==> src/rtl/core/tmde_pkg.sv <==
// shared types and constants for the trimmed mean block
`default_nettype none

package tmde_pkg;

  localparam int unsigned SAMPLE_W = 16;
  localparam int unsigned CFG_W    = 16;
  localparam int unsigned MEAN_W   = 18;
  localparam int unsigned STATUS_W = 2;

  // register indexes on the write port
  localparam logic REG_RANGE_LOW  = 1'b0;
  localparam logic REG_RANGE_HIGH = 1'b1;

  localparam logic [CFG_W-1:0] RANGE_LOW_RST  = 16'd0;
  localparam logic [CFG_W-1:0] RANGE_HIGH_RST = 16'd40960;

  // result status codes
  localparam logic [STATUS_W-1:0] STATUS_OK       = 2'd0;
  localparam logic [STATUS_W-1:0] STATUS_SHORT    = 2'd1;
  localparam logic [STATUS_W-1:0] STATUS_OVERFLOW = 2'd2;

  typedef struct packed {
    logic [SAMPLE_W-1:0] sample;
    logic                last;
  } tmde_in_t;

  typedef struct packed {
    logic signed [MEAN_W-1:0] mean;
    logic [STATUS_W-1:0]      status;
  } tmde_out_t;

endpackage

`default_nettype wire

==> src/rtl/core/tmde_accum.sv <==
// per-set accumulation: running sum, extremes, count and overflow flag
`default_nettype none

module tmde_accum #(
  parameter int unsigned IN_W = 16,
  parameter int unsigned CNTW = 9,
  parameter int unsigned SUMW = 25,
  parameter int unsigned MAX_SAMPLES = 256
) (
  input  wire logic                                  clk_i,
  input  wire logic                                  rst_ni,
  input  wire logic                                  xfer_i,
  input  wire tmde_pkg::tmde_in_t                    item_i,
  input  wire logic [tmde_pkg::CFG_W-1:0]            range_low_i,
  input  wire logic [tmde_pkg::CFG_W-1:0]            range_high_i,
  output logic [SUMW-1:0]                            sum_o,
  output logic [tmde_pkg::SAMPLE_W-1:0]              largest_o,
  output logic [tmde_pkg::SAMPLE_W-1:0]              smallest_o,
  output logic [CNTW-1:0]                            count_o,
  output logic [tmde_pkg::STATUS_W-1:0]              status_o
);

  localparam logic [CNTW-1:0] CNT_MAX = CNTW'(MAX_SAMPLES);

  logic [SUMW-1:0]               sum_q, sum_d;
  logic [tmde_pkg::SAMPLE_W-1:0] lg_q, lg_d, sm_q, sm_d, lg_cur, sm_cur, smp;
  logic [CNTW-1:0]               cnt_q, cnt_d;
  logic                          ovf_q, ovf_d;

  // only the low IN_W sample bits count
  assign smp = tmde_pkg::SAMPLE_W'(item_i.sample[IN_W-1:0]);

  // trackers restart from the registers at the start of a set
  assign lg_cur = (cnt_q == '0) ? range_low_i  : lg_q;
  assign sm_cur = (cnt_q == '0) ? range_high_i : sm_q;

  always_comb begin
    sum_d = sum_q;
    lg_d  = lg_cur;
    sm_d  = sm_cur;
    cnt_d = cnt_q;
    ovf_d = ovf_q;
    if (cnt_q >= CNT_MAX) begin
      ovf_d = 1'b1;
    end else begin
      sum_d = sum_q + SUMW'(smp);
      if (smp > lg_cur) lg_d = smp;
      if (smp < sm_cur) sm_d = smp;
      cnt_d = cnt_q + CNTW'(1);
    end
  end

  assign sum_o      = sum_d;
  assign largest_o  = lg_d;
  assign smallest_o = sm_d;
  assign count_o    = cnt_d;

  always_comb begin
    if (ovf_d) begin
      status_o = tmde_pkg::STATUS_OVERFLOW;
    end else if (cnt_d < CNTW'(3)) begin
      status_o = tmde_pkg::STATUS_SHORT;
    end else begin
      status_o = tmde_pkg::STATUS_OK;
    end
  end

  always_ff @(posedge clk_i or negedge rst_ni) begin
    if (!rst_ni) begin
      sum_q <= '0;
      cnt_q <= '0;
      ovf_q <= 1'b0;
    end else if (xfer_i) begin
      if (item_i.last) begin
        sum_q <= '0;
        cnt_q <= '0;
        ovf_q <= 1'b0;
      end else begin
        sum_q <= sum_d;
        cnt_q <= cnt_d;
        ovf_q <= ovf_d;
      end
    end
  end

  always_ff @(posedge clk_i) begin
    if (xfer_i) begin
      lg_q <= lg_d;
      sm_q <= sm_d;
    end
  end

endmodule

`default_nettype wire

==> src/rtl/core/tmde_div.sv <==
// closing sequencer: numerator, shared restoring divider, sign and saturation
`default_nettype none

module tmde_div #(
  parameter int unsigned CNTW = 9,
  parameter int unsigned SUMW = 25,
  parameter int unsigned NUMW = 26
) (
  input  wire logic                                  clk_i,
  input  wire logic                                  rst_ni,
  input  wire logic                                  start_i,
  input  wire logic [SUMW-1:0]                       sum_i,
  input  wire logic [tmde_pkg::SAMPLE_W-1:0]         largest_i,
  input  wire logic [tmde_pkg::SAMPLE_W-1:0]         smallest_i,
  input  wire logic [CNTW-1:0]                       count_i,
  input  wire logic [tmde_pkg::STATUS_W-1:0]         status_i,
  input  wire logic                                  slot_free_i,
  output logic                                       busy_o,
  output logic                                       done_o,
  output tmde_pkg::tmde_out_t                        result_o
);

  localparam int unsigned STW = $clog2(NUMW + 1);

  localparam logic [2:0] S_IDLE = 3'd0;
  localparam logic [2:0] S_SUB  = 3'd1;
  localparam logic [2:0] S_NEG  = 3'd2;
  localparam logic [2:0] S_RUN  = 3'd3;
  localparam logic [2:0] S_FIN  = 3'd4;
  localparam logic [2:0] S_HOLD = 3'd5;

  localparam logic [NUMW-1:0] POS_LIM = NUMW'(131071);
  localparam logic [NUMW-1:0] NEG_LIM = NUMW'(131072);

  logic [2:0]                         state_q, state_d;
  logic [SUMW-1:0]                    sum_q;
  logic [tmde_pkg::SAMPLE_W-1:0]      lg_q, sm_q;
  logic [CNTW-1:0]                    den_q, rem_q, rem_d;
  logic [NUMW-1:0]                    dvd_q, dvd_d;
  logic                               neg_q, neg_d;
  logic [STW-1:0]                     step_q, step_d;
  logic signed [tmde_pkg::MEAN_W-1:0] mean_q, mean_d;
  logic [tmde_pkg::STATUS_W-1:0]      status_q;
  logic [CNTW:0]                      shifted, diff;

  assign shifted = {rem_q, dvd_q[NUMW-1]};
  assign diff    = shifted - {1'b0, den_q};

  always_comb begin
    state_d = state_q;
    dvd_d   = dvd_q;
    rem_d   = rem_q;
    neg_d   = neg_q;
    step_d  = step_q;
    mean_d  = mean_q;
    case (state_q)
      S_IDLE: begin
        if (start_i) begin
          mean_d  = '0;
          state_d = (status_i == tmde_pkg::STATUS_OK) ? S_SUB : S_HOLD;
        end
      end
      S_SUB: begin
        dvd_d   = NUMW'(sum_q) - NUMW'(lg_q) - NUMW'(sm_q);
        neg_d   = dvd_d[NUMW-1];
        state_d = S_NEG;
      end
      S_NEG: begin
        if (neg_q) dvd_d = -dvd_q;
        rem_d   = '0;
        step_d  = '0;
        state_d = S_RUN;
      end
      S_RUN: begin
        // one quotient bit per cycle
        if (!diff[CNTW]) begin
          rem_d = diff[CNTW-1:0];
          dvd_d = {dvd_q[NUMW-2:0], 1'b1};
        end else begin
          rem_d = shifted[CNTW-1:0];
          dvd_d = {dvd_q[NUMW-2:0], 1'b0};
        end
        step_d = step_q + STW'(1);
        if (step_q == STW'(NUMW - 1)) state_d = S_FIN;
      end
      S_FIN: begin
        if (neg_q) begin
          mean_d = (dvd_q > NEG_LIM) ? -18'sd131072 : -$signed(dvd_q[tmde_pkg::MEAN_W-1:0]);
        end else begin
          mean_d = (dvd_q > POS_LIM) ? 18'sd131071 : $signed(dvd_q[tmde_pkg::MEAN_W-1:0]);
        end
        state_d = S_HOLD;
      end
      S_HOLD: begin
        if (slot_free_i) state_d = S_IDLE;
      end
      default: state_d = S_IDLE;
    endcase
  end

  assign busy_o          = (state_q != S_IDLE);
  assign done_o          = (state_q == S_HOLD) && slot_free_i;
  assign result_o.mean   = mean_q;
  assign result_o.status = status_q;

  always_ff @(posedge clk_i or negedge rst_ni) begin
    if (!rst_ni) begin
      state_q <= S_IDLE;
    end else begin
      state_q <= state_d;
    end
  end

  always_ff @(posedge clk_i) begin
    dvd_q  <= dvd_d;
    rem_q  <= rem_d;
    neg_q  <= neg_d;
    step_q <= step_d;
    mean_q <= mean_d;
    if (state_q == S_IDLE && start_i) begin
      sum_q    <= sum_i;
      lg_q     <= largest_i;
      sm_q     <= smallest_i;
      den_q    <= count_i - CNTW'(2);
      status_q <= status_i;
    end
  end

  a_start_idle : assert property (@(posedge clk_i) disable iff (!rst_ni)
    start_i |-> state_q == S_IDLE) else $error("set closed while divider busy");

  a_den_nonzero : assert property (@(posedge clk_i) disable iff (!rst_ni)
    state_q == S_RUN |-> den_q != '0) else $error("zero divisor in divide loop");

  a_rem_bound : assert property (@(posedge clk_i) disable iff (!rst_ni)
    (state_q == S_RUN && step_q != '0) |-> rem_q < den_q)
    else $error("partial remainder out of range");

  a_bad_zero : assert property (@(posedge clk_i) disable iff (!rst_ni)
    (done_o && status_q != tmde_pkg::STATUS_OK) |-> mean_q == '0)
    else $error("nonzero mean on flagged set");

endmodule

`default_nettype wire

==> src/rtl/core/trimmed_mean_drop_extremes.sv <==
// Trimmed mean of a sample set with the largest and smallest samples dropped.
// Samples are taken one per cycle while a set runs; the sample flagged last
// closes the set and starts the closing sequence (numerator, a shared restoring
// divider giving one quotient bit per cycle, then sign and saturation), during
// which input ready is low. The numerator is NUMW = max(sample bits + count bits,
// 17) + 1 bits wide; a short or overflowed set skips the divider. Ready also stays
// low while a finished result waits for a full output register. The result sits
// in an output register, so a new set can start while it waits to be taken.
// Register writes take effect at the next set start.
`default_nettype none

module trimmed_mean_drop_extremes #(
  parameter int unsigned MAX_SAMPLES  = 256,
  parameter int unsigned SAMPLE_WIDTH = 16
) (
  input  wire logic                              clk_i,
  input  wire logic                              rst_ni,
  input  wire logic                              in_valid_i,
  output logic                                   in_ready_o,
  input  wire tmde_pkg::tmde_in_t                in_data_i,
  output logic                                   out_valid_o,
  input  wire logic                              out_ready_i,
  output tmde_pkg::tmde_out_t                    out_data_o,
  input  wire logic                              cfg_we_i,
  input  wire logic                              cfg_idx_i,
  input  wire logic [tmde_pkg::CFG_W-1:0]        cfg_wdata_i
);

  localparam int unsigned IN_W = (SAMPLE_WIDTH < tmde_pkg::SAMPLE_W) ? SAMPLE_WIDTH
                                                                     : tmde_pkg::SAMPLE_W;
  localparam int unsigned CNTW = $clog2(MAX_SAMPLES + 1);
  localparam int unsigned SUMW = IN_W + CNTW;
  localparam int unsigned NUMW = ((SUMW > 17) ? SUMW : 17) + 1;

  logic [tmde_pkg::CFG_W-1:0]    range_low_q, range_high_q;
  logic                          xfer, busy, done, slot_free;
  logic [SUMW-1:0]               sum;
  logic [tmde_pkg::SAMPLE_W-1:0] largest, smallest;
  logic [CNTW-1:0]               count;
  logic [tmde_pkg::STATUS_W-1:0] status;
  tmde_pkg::tmde_out_t           result, out_q;
  logic                          out_valid_q;

  assign in_ready_o = !busy;
  assign xfer       = in_valid_i && in_ready_o;
  assign slot_free  = !out_valid_q || out_ready_i;

  always_ff @(posedge clk_i or negedge rst_ni) begin
    if (!rst_ni) begin
      range_low_q  <= tmde_pkg::RANGE_LOW_RST;
      range_high_q <= tmde_pkg::RANGE_HIGH_RST;
    end else if (cfg_we_i) begin
      case (cfg_idx_i)
        tmde_pkg::REG_RANGE_LOW:  range_low_q  <= cfg_wdata_i;
        tmde_pkg::REG_RANGE_HIGH: range_high_q <= cfg_wdata_i;
        default: ;
      endcase
    end
  end

  tmde_accum #(
    .IN_W        (IN_W),
    .CNTW        (CNTW),
    .SUMW        (SUMW),
    .MAX_SAMPLES (MAX_SAMPLES)
  ) u_accum (
    .clk_i        (clk_i),
    .rst_ni       (rst_ni),
    .xfer_i       (xfer),
    .item_i       (in_data_i),
    .range_low_i  (range_low_q),
    .range_high_i (range_high_q),
    .sum_o        (sum),
    .largest_o    (largest),
    .smallest_o   (smallest),
    .count_o      (count),
    .status_o     (status)
  );

  tmde_div #(
    .CNTW (CNTW),
    .SUMW (SUMW),
    .NUMW (NUMW)
  ) u_div (
    .clk_i       (clk_i),
    .rst_ni      (rst_ni),
    .start_i     (xfer && in_data_i.last),
    .sum_i       (sum),
    .largest_i   (largest),
    .smallest_i  (smallest),
    .count_i     (count),
    .status_i    (status),
    .slot_free_i (slot_free),
    .busy_o      (busy),
    .done_o      (done),
    .result_o    (result)
  );

  // output register
  always_ff @(posedge clk_i or negedge rst_ni) begin
    if (!rst_ni) begin
      out_valid_q <= 1'b0;
    end else if (done) begin
      out_valid_q <= 1'b1;
    end else if (out_ready_i) begin
      out_valid_q <= 1'b0;
    end
  end

  always_ff @(posedge clk_i) begin
    if (done) out_q <= result;
  end

  assign out_valid_o = out_valid_q;
  assign out_data_o  = out_q;

endmodule

`default_nettype wire

==> config.mk <==
export PLATFORM = sky130hd
export DESIGN_NAME = trimmed_mean_drop_extremes
export DESIGN_NICKNAME = d
export VERILOG_FILES = /design/src/rtl/core/tmde_pkg.sv /design/src/rtl/core/tmde_accum.sv /design/src/rtl/core/tmde_div.sv /design/src/rtl/core/trimmed_mean_drop_extremes.sv
export SDC_FILE = /design/constraint.sdc
export NUM_CORES = 1
export LEC_CHECK = 0
export BUFFER_PORTS_ARGS = -buffer_cell sky130_fd_sc_hd__clkbuf_2
export CAP_MARGIN = 15
export CORE_UTILIZATION = 42
export CTS_CLUSTER_SIZE = 8
export DETAILED_ROUTE_END_ITERATION = 8
export PLACE_DENSITY = 0.62
export SLEW_MARGIN = 20
export SYNTH_ARGS = -nofsm -noshare
export SYNTH_HDL_FRONTEND = slang
export SYNTH_SLANG_ARGS = --single-unit
==> constraint.sdc <==
create_clock -name clk_i -period 10.4 [get_ports clk_i]
set_input_delay 0.52 -clock clk_i [delete_from_list [all_inputs] [get_ports clk_i]]
set_output_delay 0.52 -clock clk_i [all_outputs]
set_load 0.01 [all_outputs]
==> tab_implementation.tex <==
\begin{tabular}{lr}
\hline
Metric & Value \\
\hline
\multicolumn{2}{l}{\textbf{Run status}} \\
\quad Run status & completed \\
\multicolumn{2}{l}{\textbf{Timing}} \\
\quad TNS Setup & 0 ns \\
\quad Setup violators final & 0 \\
\quad Crit share post-route & 0.4062 \\
\quad Final Hold Vio Count & 0 \\
\quad Setup clock skew after layout & 0.01023 ns \\
\quad Fin crit period & 4.225 ns \\
\quad Unrepaired setup endpoints after global routing & false \\
\quad Relative max-transition margin & 0.3159 \\
\quad Max Clock Freq & 236.7 MHz \\
\quad Final slew viol count & 0 \\
\quad Transition time at the pin with the least slew margin & 1.019 ns \\
\multicolumn{2}{l}{\textbf{Placed design}} \\
\quad Placed cell area & 0.01526 mm² \\
\quad Cell total after placement & 1805 \\
\quad Detail Placement HPWL & 22850 µm \\
\quad Count of input and output buffers & 60 \\
\quad Final RePlAce weighted congestion & 0.8687 \\
\multicolumn{2}{l}{\textbf{Yosys}} \\
\quad Most instantiated cells after synthesis & edfxtp\_1, nand2\_1, nor2\_1 \\
\quad Complex-gate fraction of the synthesized area & 0.1452 \\
\quad Warning count from the yosys run & 0 \\
\quad Fraction of registers with async set or reset after synthesis & 0.2840 \\
\quad Syn Area/Cell & 10.85 µm² \\
\quad Largest family of logic cells by synthesized area & compound AO/OA/AOI/OAI gates \\
\quad Sequential area share after synthesis & 0.4932 \\
\quad Count of unique library cells instantiated by Yosys & 75 \\
\quad Multiplexer area fraction after synthesis & 0.06875 \\
\quad Post-synthesis net count & 1474 \\
\quad Synthesized cell area & 0.01451 mm² \\
\quad Synthesized-area fraction occupied by and/or/nand/nor cells & 0.1225 \\
\quad Prevailing post-synth register cell & edfxtp\_1 \\
\quad Yosys top cell by area & edfxtp\_1 \\
\quad Flip-flop and latch count after synthesis & 250 \\
\quad Dominant cells by area after synthesis & edfxtp\_1, dfrtp\_1, ha\_1 \\
\quad Share of Yosys cell area claimed by the top area cell type & 0.3706 \\
\quad Count leader, synth & edfxtp\_1 \\
\quad Syn Inst Count & 1337 \\
\quad Number of enable-type register cells in the synthesized netlist & 179 \\
\quad Arithmetic-cell share of the synthesized area counting full adders, half adders and majority gates & 0.09385 \\
\quad Post-Synth XOR/XNOR Area & 0.03804 \\
\multicolumn{2}{l}{\textbf{Power and ir drop}} \\
\quad Clock Power Share & 0.289 \\
\quad Cell internal power dissipation & 2.549 mW \\
\quad Net switching power of the design & 1.294 mW \\
\quad Sequential group share of total power & 0.389 \\
\quad Static leakage power & 6.604 nW \\
\quad Gate power share & 0.322 \\
\quad Overall Power & 3.844 mW \\
\quad Total power per unit cell area & 235.3 mW/mm² \\
\quad Worst vdd ir & 139.5 µV \\
\quad Switching portion of total power & 0.3367 \\
\multicolumn{2}{l}{\textbf{Cells and area}} \\
\quad Net count, final & 1533 \\
\quad Post-layout instance area & 0.01633 mm² \\
\quad Antenna cells & 0 \\
\quad Fraction of final layout cells sized beyond drive strength 1 & 0.1237 \\
\quad Filler Cells Inserted & 3081 \\
\quad Area of combinational cells with multiple inputs & 0.006800 mm² \\
\quad Synth-to-Final Area Change & 12.59\% \\
\quad Sequential cell area in the final layout & 0.007154 mm² \\
\quad Final Instance Count excl. Fillers & 1871 \\
\multicolumn{2}{l}{\textbf{Clock network}} \\
\quad Post-CTS Repair Setup Buffers & 0 \\
\quad Post-CTS Hold Buffers & 0 \\
\quad Clk Latency, worst-skew pair & 0.52 ns \\
\quad Cts bufs inserted & 37 \\
\quad CTS root buffer & clkbuf\_16 \\
\quad Depth of the CTS H-tree & 2 \\
\quad Max Root-Sink Buffers & 3 \\
\quad TritonCTS clock tree & built \\
\quad Clock slew at reported path FFs & 0.05 ns \\
\quad CTS sink cnt & 250 \\
\quad \# resized after CTS & 0 \\
\multicolumn{2}{l}{\textbf{Detailed routing}} \\
\quad DRC violations left & 0 \\
\quad Drt total wl & 31780 µm \\
\quad Starting DRT DRC Count & 626 \\
\quad Post-detailed-route count of antenna-violating nets & 0 \\
\quad Detailed-router iteration count before antenna repair & 5 \\
\quad Routed via count divided by cell count & 5.479 \\
\quad Wire length per cell & 16.99 µm \\
\quad Vias post-DR & 10250 \\
\multicolumn{2}{l}{\textbf{Floorplan}} \\
\quad Area of the die & 0.03528 mm² \\
\quad I/O pins & 61 \\
\quad Initial cell density of the core & 0.4294 \\
\quad Horiz. Die Dim & 187.8 µm \\
\quad Die height & 187.8 µm \\
\quad Std-Cell Core Area & 0.03378 mm² \\
\quad Number of rows in the core area & 67 \\
\multicolumn{2}{l}{\textbf{Min path}} \\
\quad Classification of the worst-slack hold path & primary input to async pin \\
\multicolumn{2}{l}{\textbf{Setup path}} \\
\quad Nature of the critical path startpoint & register \\
\quad Critical Path RT & 10.61 ns \\
\quad Data arrival time of the critical path & 4.44 ns \\
\quad CP Capture Type & register \\
\quad Critical Setup Path Class & register to register \\
\quad Highest net fanout along the worst path & 32 \\
\multicolumn{2}{l}{\textbf{Global route}} \\
\quad Largest net degree at the start of global routing & 72 \\
\quad First-pass GRT wire length & 52610 µm \\
\quad Grt ovf & 0 \\
\quad Antenna violations before repair & 0 \\
\quad Vias in the first global route & 10070 \\
\quad Overall fraction of global-route tracks in use & 0.1838 \\
\multicolumn{2}{l}{\textbf{Run}} \\
\quad Reported max-cap violation count & 0 \\
\hline
\end{tabular}
cells in the final DEF (no fill, tap or decap), drive strengths merged, types with 8 or more instances in the layout:
master    n
a211oi   25
a21o     23
a21oi    71
a31oi    11
buf      15
clkbuf  122
dfrtp    69
edfxtp  179
fa       18
ha       80
inv      91
mux2     37
mux2i    58
nand2   108
nand3    23
nor2    106
nor2b    16
nor3     26
nor3b    12
nor4      9
o211ai   14
o21a      8
o21ai    97
o31ai    14
or3      12
or4       8
xnor2    42
xor2     21
registers in the layout, summed over array words and instances (netlist names), 16 cells and up:
register / count
u_div.dvd_q: 26
u_accum.sum_q: 25
u_div.sum_q: 25
out_data_o: 20
u_div.mean_q: 18
range_high_q: 16
range_low_q: 16
u_accum.lg_q: 16
u_accum.sm_q: 16
u_div.lg_q: 16
u_div.sm_q: 16
logic make-up after synthesis:
group,count (synthesis)
adders and majority gates,98
and+or+nand+nor,361
AOI/OAI and AO/OA,327
xor gates and xnor gates,63
buffers and inverters,143
muxes,95
DFF,250
cell type report:
type	instances	share of cell area
inverters	89	0.02046
well taps	448	0.03432
clock buffers	63	0.06328
flip-flops and latches	250	0.4381
clock inverters	3	0.002298
repair buffers	74	0.02520
multi-input cells	944	0.4164
power by group through the flow:
stage	combinational (mW)	sequential (mW)	clock [mW]
2_1_floorplan	0.997	1.45	0
3_3_place_gp	1.21	1.50	0
3_5_place_dp	1.24	1.51	0
4_1_cts	1.24	1.49	1.13
5_1_grt	1.41	1.52	1.18
6_report	1.24	1.50	1.11
per-stage QoR:
| step | hold WS (ns) | utilization | worst slack (ns) |
|---|---|---|---|
| 6_report | 0.03146 | 0.4834 | 6.175 |
| 3_5_place_dp | 0.4045 | 0.4516 | 6.160 |
| 3_3_place_gp | 0.4005 | 0.4516 | 6.181 |
| 4_1_cts | 0.1920 | 0.4833 | 6.150 |
| 2_1_floorplan | 0.2244 | - | 5.983 |
| 5_1_grt | 0.08997 | 0.4834 | 5.944 |
per-layer routing:
metal	global-route usage	routed length, µm
met1	0.2621	15370
met2	0.2915	14420
met3	0.02489	1350
met4	0.05316	635
met5	0	0
path summary, 6_finish.rpt:
path	from	endpoint	slack [ns]	depth (start not counted)
max	u_accum.cnt_q[0]$_DFFE_PN0P_	u_accum.sm_q[0]$_DFFE_PP_	6.18	14
min	rst_ni	range_low_q[10]$_DFFE_PN0P_	0.03	1
max reg2reg	u_accum.cnt_q[0]$_DFFE_PN0P_	u_accum.sm_q[0]$_DFFE_PP_	6.18	14
min reg2reg	u_div.mean_q[0]$_SDFFCE_PN0P_	out_data_o[2]$_DFFE_PP_	0.41	0
max in group asynchronous	rst_ni	out_valid_o$_DFFE_PN0P_	9.86	1
min in group clk_i	cfg_wdata_i[1]	range_high_q[1]$_DFFE_PN0P_	0.25	2
worst max-delay path, cell delays in order (launching register included):
cell and delay (ns):
dfrtp_1 0.45, inv_1 0.08, ha_1 0.20, nor4b_1 0.15
nand3_2 0.08, buf_4 0.48, mux2i_1 0.34, ha_1 0.29
a21o_1 0.17, a21o_1 0.17, a21oi_1 0.15, a21o_1 0.13
a31oi_1 0.07, or4_1 0.87, mux2i_1 0.27
(Power assumes the default switching activity.)
